===== src/rtl/tkcs_pkg.sv =====
// Shared types, constants and codes of the top-k cosine vector search block
package tkcs_pkg;

	localparam int CAPACITY = 256;
	localparam int MAX_DIM  = 64;
	localparam int MAX_K    = 16;

	localparam int EL_W    = 16;
	localparam int ID_W    = 32;
	localparam int OP_W    = 2;
	localparam int ST_W    = 3;
	localparam int RANK_W  = 4;
	localparam int LEN_W   = 7;
	localparam int LIM_W   = 5;
	localparam int SLOT_W  = $clog2(CAPACITY);
	localparam int CNT_W   = SLOT_W + 1;
	localparam int DIM_W   = $clog2(MAX_DIM);
	localparam int K_W     = $clog2(MAX_K);
	localparam int KC_W    = K_W + 1;
	localparam int VS_AW   = $clog2(CAPACITY * MAX_DIM);
	localparam int PROD_W  = 2 * EL_W;
	localparam int ACC_W   = PROD_W - 1 + DIM_W;
	localparam int DOT_W   = ACC_W + 1;
	localparam int SQ_W    = 2 * ACC_W;
	localparam int FRAC_SH = 2 * (EL_W - 1);
	localparam int RHS_W   = SQ_W + FRAC_SH;
	localparam int WIDE_W  = SQ_W + 2 * EL_W + 1;
	localparam int ROOT_W  = EL_W;
	localparam int BIT_W   = $clog2(ROOT_W);
	localparam int MCNT_W  = $clog2(ACC_W);
	localparam int CFG_AW  = 3;
	localparam int CFG_DW  = 32;

	typedef enum logic [OP_W-1:0] {
		OP_INSERT = 2'd0,
		OP_QUERY  = 2'd1,
		OP_REMOVE = 2'd2,
		OP_NOP    = 2'd3
	} opcode_t;

	typedef enum logic [ST_W-1:0] {
		STS_INSERTED  = 3'd0,
		STS_FULL      = 3'd1,
		STS_REMOVED   = 3'd2,
		STS_NOT_FOUND = 3'd3,
		STS_MATCH     = 3'd4,
		STS_EMPTY     = 3'd5
	} status_t;

	typedef enum logic {
		REG_VLEN = 1'b0
	} reg_idx_t;

	typedef enum logic [2:0] {
		T_IDLE,
		T_RESP,
		T_RM_RD,
		T_RM_CMP,
		T_Q_NEXT,
		T_Q_SCORE,
		T_EMIT
	} top_state_t;

	typedef enum logic [2:0] {
		SC_IDLE,
		SC_MAC,
		SC_CHK,
		SC_MUL,
		SC_ROOT,
		SC_DONE
	} sc_state_t;

	typedef struct packed {
		logic [OP_W-1:0]        opcode;
		logic [ID_W-1:0]        entry_id;
		logic signed [EL_W-1:0] element;
		logic [LIM_W-1:0]       result_limit;
	} req_t;

	typedef struct packed {
		logic [ST_W-1:0]        status;
		logic [ID_W-1:0]        match_id;
		logic signed [EL_W-1:0] similarity;
		logic [RANK_W-1:0]      rank;
		logic                   last_result;
	} rsp_t;

	typedef struct packed {
		logic                   en;
		logic                   store;
		logic [SLOT_W-1:0]      slot;
		logic [DIM_W-1:0]       pos;
		logic signed [EL_W-1:0] data;
	} elem_wr_t;

	typedef struct packed {
		logic              start;
		logic [SLOT_W-1:0] slot;
		logic [LEN_W-1:0]  len;
	} score_req_t;

	typedef struct packed {
		logic             clr;
		logic             ins;
		logic [LIM_W-1:0] limit;
	} topk_ctl_t;

endpackage


===== src/rtl/tkcs_topk.sv =====
// Sorted best-k list with parallel shift insertion and indexed read-out
module tkcs_topk (
	input  logic                                  clk,
	input  logic                                  arst_n,
	input  tkcs_pkg::topk_ctl_t                   ctl,
	input  logic signed [tkcs_pkg::EL_W-1:0]      score,
	input  logic [tkcs_pkg::ID_W-1:0]             tag,
	input  logic [tkcs_pkg::K_W-1:0]              rd_idx,
	output logic [tkcs_pkg::KC_W-1:0]             count,
	output logic [tkcs_pkg::ID_W-1:0]             rd_tag,
	output logic signed [tkcs_pkg::EL_W-1:0]      rd_score
);
	import tkcs_pkg::*;

	logic signed [EL_W-1:0] best_s_q [MAX_K];
	logic [ID_W-1:0]        best_t_q [MAX_K];
	logic [KC_W-1:0]        cnt_q;
	logic [KC_W-1:0]        p, top, lim;
	logic                   take;

	assign lim = KC_W'(ctl.limit);

	always_comb begin
		p = cnt_q;
		for (int j = MAX_K - 1; j >= 0; j--) begin
			if (KC_W'(j) < cnt_q && best_s_q[j] < score)
				p = KC_W'(j);
		end
		top  = (cnt_q < lim) ? cnt_q : lim - KC_W'(1);
		take = ctl.ins && (p < lim);
	end

	always_ff @(posedge clk) begin
		if (take) begin
			if (p == '0) begin
				best_s_q[0] <= score;
				best_t_q[0] <= tag;
			end
			for (int i = 1; i < MAX_K; i++) begin
				if (KC_W'(i) == p) begin
					best_s_q[i] <= score;
					best_t_q[i] <= tag;
				end else if (KC_W'(i) > p && KC_W'(i) <= top) begin
					best_s_q[i] <= best_s_q[i-1];
					best_t_q[i] <= best_t_q[i-1];
				end
			end
		end
	end

	always_ff @(posedge clk or negedge arst_n) begin
		if (!arst_n) begin
			cnt_q <= '0;
		end else if (ctl.clr) begin
			cnt_q <= '0;
		end else if (take && cnt_q < lim) begin
			cnt_q <= cnt_q + KC_W'(1);
		end
	end

	assign count    = cnt_q;
	assign rd_tag   = best_t_q[rd_idx];
	assign rd_score = best_s_q[rd_idx];

endmodule


===== config.mk =====
export PLATFORM = sky130hd
export DESIGN_NAME = tkcs_topk
export DESIGN_NICKNAME = d
export VERILOG_FILES = /design/src/rtl/tkcs_pkg.sv /design/src/rtl/tkcs_topk.sv
export SDC_FILE = /design/constraint.sdc
export NUM_CORES = 1
export LEC_CHECK = 0
export ABC_AREA = 1
export BUFFER_PORTS_ARGS = -buffer_cell sky130_fd_sc_hd__buf_4
export CAP_MARGIN = 40
export CORE_MARGIN = 2
export CORE_UTILIZATION = 40
export CTS_BUF_LIST = sky130_fd_sc_hd__clkbuf_8
export DETAILED_ROUTE_END_ITERATION = 6
export PLACE_DENSITY_LB_ADDON = 0.12
export SKIP_CTS_REPAIR_TIMING = 1
export SLEW_MARGIN = 25
export SYNTH_ARGS = -nofsm -noshare
export SYNTH_HDL_FRONTEND = slang
export SYNTH_SLANG_ARGS = --single-unit

===== constraint.sdc =====
create_clock -name clk -period 9.55 [get_ports clk]
set_input_delay 0.955 -clock clk [delete_from_list [all_inputs] [get_ports clk]]
set_output_delay 0.955 -clock clk [all_outputs]
set_load 0.005 [all_outputs]

==> results.cfg <==
[layout]
register_area_um2 = 23190
layout_commonest_cell = nand2_1
drive_gt1_share_pct = 8.243
final_cell_mix = nand2_1, o21ai_0, edfxtp_1
area_growth_pct = 10.86
multi_input_area_um2 = 20150
design_area_um2 = 51640
num-nets-final = 5716
fin_util_pct = 44.56
nFillCells = 11286

[pwr]
pwr-share-comb_pct = 28.2
swShare_pct = 36.65
p_switching_mw = 3.990
p_leak_nw = 22.07
p_per_area_nw_per_um2 = 210.8
internal_power_mw = 6.896
vdd_drop_max_v = 0.0002173
p_seq_share_pct = 43.8
clkPwrFrac_pct = 28.0

[setup_path]
required_ns = 10.24
r2r.worst_path.cells = 24
crit_end = best_t_q[5][21]$_DFFE_PP_
critPathKind = in2reg
r2r_start = best_s_q[9][1]$_DFFE_PP_
critPathMaxFanout = 37
startpoint_type = primary input
cpMaxStageDelayCell = nor2_4
reg2reg_to = best_t_q[5][21]$_DFFE_PP_
slowest_delay_ns = 0.63
critPathLaunch = score[15]
ff2ff_setup_slack_ns = 3.81
endpoint_kind = register
cpMostUsedCell = nand2_1
cp_data_arrival_time_ns = 6.98

[die]
core_um2 = 115900
die_w_um = 345.3
initial_core_util_pct = 40.20
dieArea_um2 = 119200
io_pins = 114
num_rows = 125
die_y_um = 345.3

[drt]
vias = 39519
routed_wl_um = 162200
vias_per_cell = 5.617
initialDrtViolationCount = 3885
ant_nets = 0
firstDrtPassIters = 6
post-route-drc-count = 0
wl_per_cell_um = 23.06

[clock_network]
clk_latency_ns = 0.84
clkTransAtPathRegs_ns = 0.06
cts_tree = done
cts.sink_count = 773
cts-root-buf = clkbuf_8
cts_buffers = 147
cts.path.max_buffers = 3
cts_max_level = 4

[yosys]
yosys_warnings = 0
synthDistinctLibCells = 53
synth_fp_nets = 5764
syn_area_um2 = 46580
avgSynthCellArea_um2 = 8.541
synth_seq_cells = 773
post-synth-top-area-cell = edfxtp_1
synth_top_area_share_pct = 49.51
synth_area_leaders = edfxtp_1, nand2_1, o21ai_0, ha_1, a21oi_1
synth-seq-area-share_pct = 49.78
syn-instance-count = 5454

[timing]
setup-violations-final = 0
timing.final.hold_violations = 0
final.period_utilization_pct = 65.81
relSlewSlack_pct = 28.29
fmax_mhz = 159.1
worst-slew-pin-transition_ns = 1.076
fin_skew_ns = 0.04019
final.setup.tns_ns = 0
slew_viol_final = 0
period_minus_slack_ns = 6.284
rsz0062_at_grt = false

[placement]
dp_hpwl_um = 102400
numPortBuffers = 113
postPlaceCellArea_um2 = 48940
gp_congestion = 0.9005

[job]
maxCapViolations = 0

[global_routing]
grt_pass1_wl_um = 242900
grt_overflow = 0
groute.usage.overall_pct = 26.72
antenna_found_initial = 9
grt_pass1_vias = 37588
grt_max_degree = 222

[run_status]
outcome = finished clean

[hold_path]
hold_class = in2reg
hold_path_depth = 4
[how the worst min path moves through the flow]
stage / from / end / slack (ns)
after detailed placement: best_t_q[12][24]$_DFFE_PP_ / best_t_q[13][24]$_DFFE_PP_ / 0.52
after global routing: tag[12] / best_t_q[0][12]$_DFFE_PP_ / 0.43
after CTS: arst_n / count[2]$_DFFE_PN0P_ / -0.14
after floorplan: best_t_q[12][11]$_DFFE_PP_ / best_t_q[13][11]$_DFFE_PP_ / 0.51
after global placement: best_t_q[12][28]$_DFFE_PP_ / best_t_q[13][28]$_DFFE_PP_ / 0.52
final: ctl[6] / count[2]$_DFFE_PN0P_ / 0.44
[per-stage QoR]
stage | hold WS, ns | worst slack (ns) | instances | power, mW
after floorplan | 0.5140 | 1.004 | 5454 | 6.641
after global placement | 0.5195 | 2.131 | 6754 | 7.757
after detailed placement | 0.5249 | 2.256 | 6776 | 7.889
after CTS | -0.1351 | 3.138 | 7027 | 10.95
after global routing | 0.4256 | 2.877 | 7034 | 11.46
final | 0.4396 | 3.266 | 7036 | 10.89
[critical path, delay by kind of cell]
family	cells	cell delay, ns
AO/OA/AOI/OAI	1	0.22
buffers and inverters	6	1.64
AND/OR/NAND/NOR	23	3.53
adder cells (fa/ha/maj)	1	0.54
[power groups by stage]
stage / Clock (mW) / Sequential, mW / Combinational, mW
finish: 3.05 / 4.77 / 3.07
global route: 3.25 / 4.82 / 3.39
CTS: 3.11 / 4.77 / 3.07
detailed placement: 0 / 4.84 / 3.05
global placement: 0 / 4.84 / 2.91
floorplan: 0 / 4.80 / 1.84
[sequential cells by signal, summed over array words and instances (netlist names)]
signal / count
best_s_q: 256
count: 5
best_t_q: 512
[cell usage after synthesis, drive strengths merged]
| library cell | count |
|---|---|
| nand2 | 1663 |
| o21ai | 880 |
| edfxtp | 768 |
| inv | 453 |
| a21oi | 414 |
| clkbuf | 259 |
| ha | 249 |
| nand3 | 173 |
| buf | 153 |
| nand4 | 120 |
| o211ai | 72 |
| nor2 | 62 |
| o221ai | 55 |
| mux2i | 47 |
| nor3 | 20 |
| o22ai | 8 |
| or2 | 8 |
| a21o | 7 |
| nand3b | 7 |
| dfrtp | 5 |
| o21a | 5 |
| a21boi | 4 |
| a31oi | 4 |
| xor2 | 4 |
| o21bai | 3 |
| a211oi | 2 |
| o221a | 2 |
| o31ai | 2 |
| and2 | 1 |
| nor3b | 1 |
| nor4 | 1 |
| o2111ai | 1 |
| xnor2 | 1 |
[per-layer routing]
layer | routed length (µm) | vias up | share of wire (%) | track usage [%]
met2 | 75230 | 1541 | 46 | 43.94
met1 | 70730 | 18915 | 44 | 36.28
met3 | 11660 | 290 | 7.2 | 3.846
met4 | 4561 | 10 | 2.8 | 8.709
li1 | - | 18763 | - | -
met5 | 69 | - | 0.043 | 0
[cell families after synthesis]
group / share of synthesized area (%)
AND/OR/NAND/NOR: 18.09
buffers and inverters: 7.590
flip-flops: 49.78
adder cells (fa/ha/maj): 6.688
XOR/XNOR: 0.09400
AO/OA/AOI/OAI: 16.75
multiplexers: 1.010
[area by class of cell]
class                           count  share of cell area, %
Clock buffer                      153                  4.078
Timing Repair Buffer              215                  4.041
Multi-Input combinational cell   3816                  39.02
Inverter                          453                  3.302
Clock inverter                     98                 0.9449
Sequential cell                   773                  44.90
Antenna cell                        4                0.01938
Tap cell                         1524                  3.692
(Power assumes the default switching activity.)
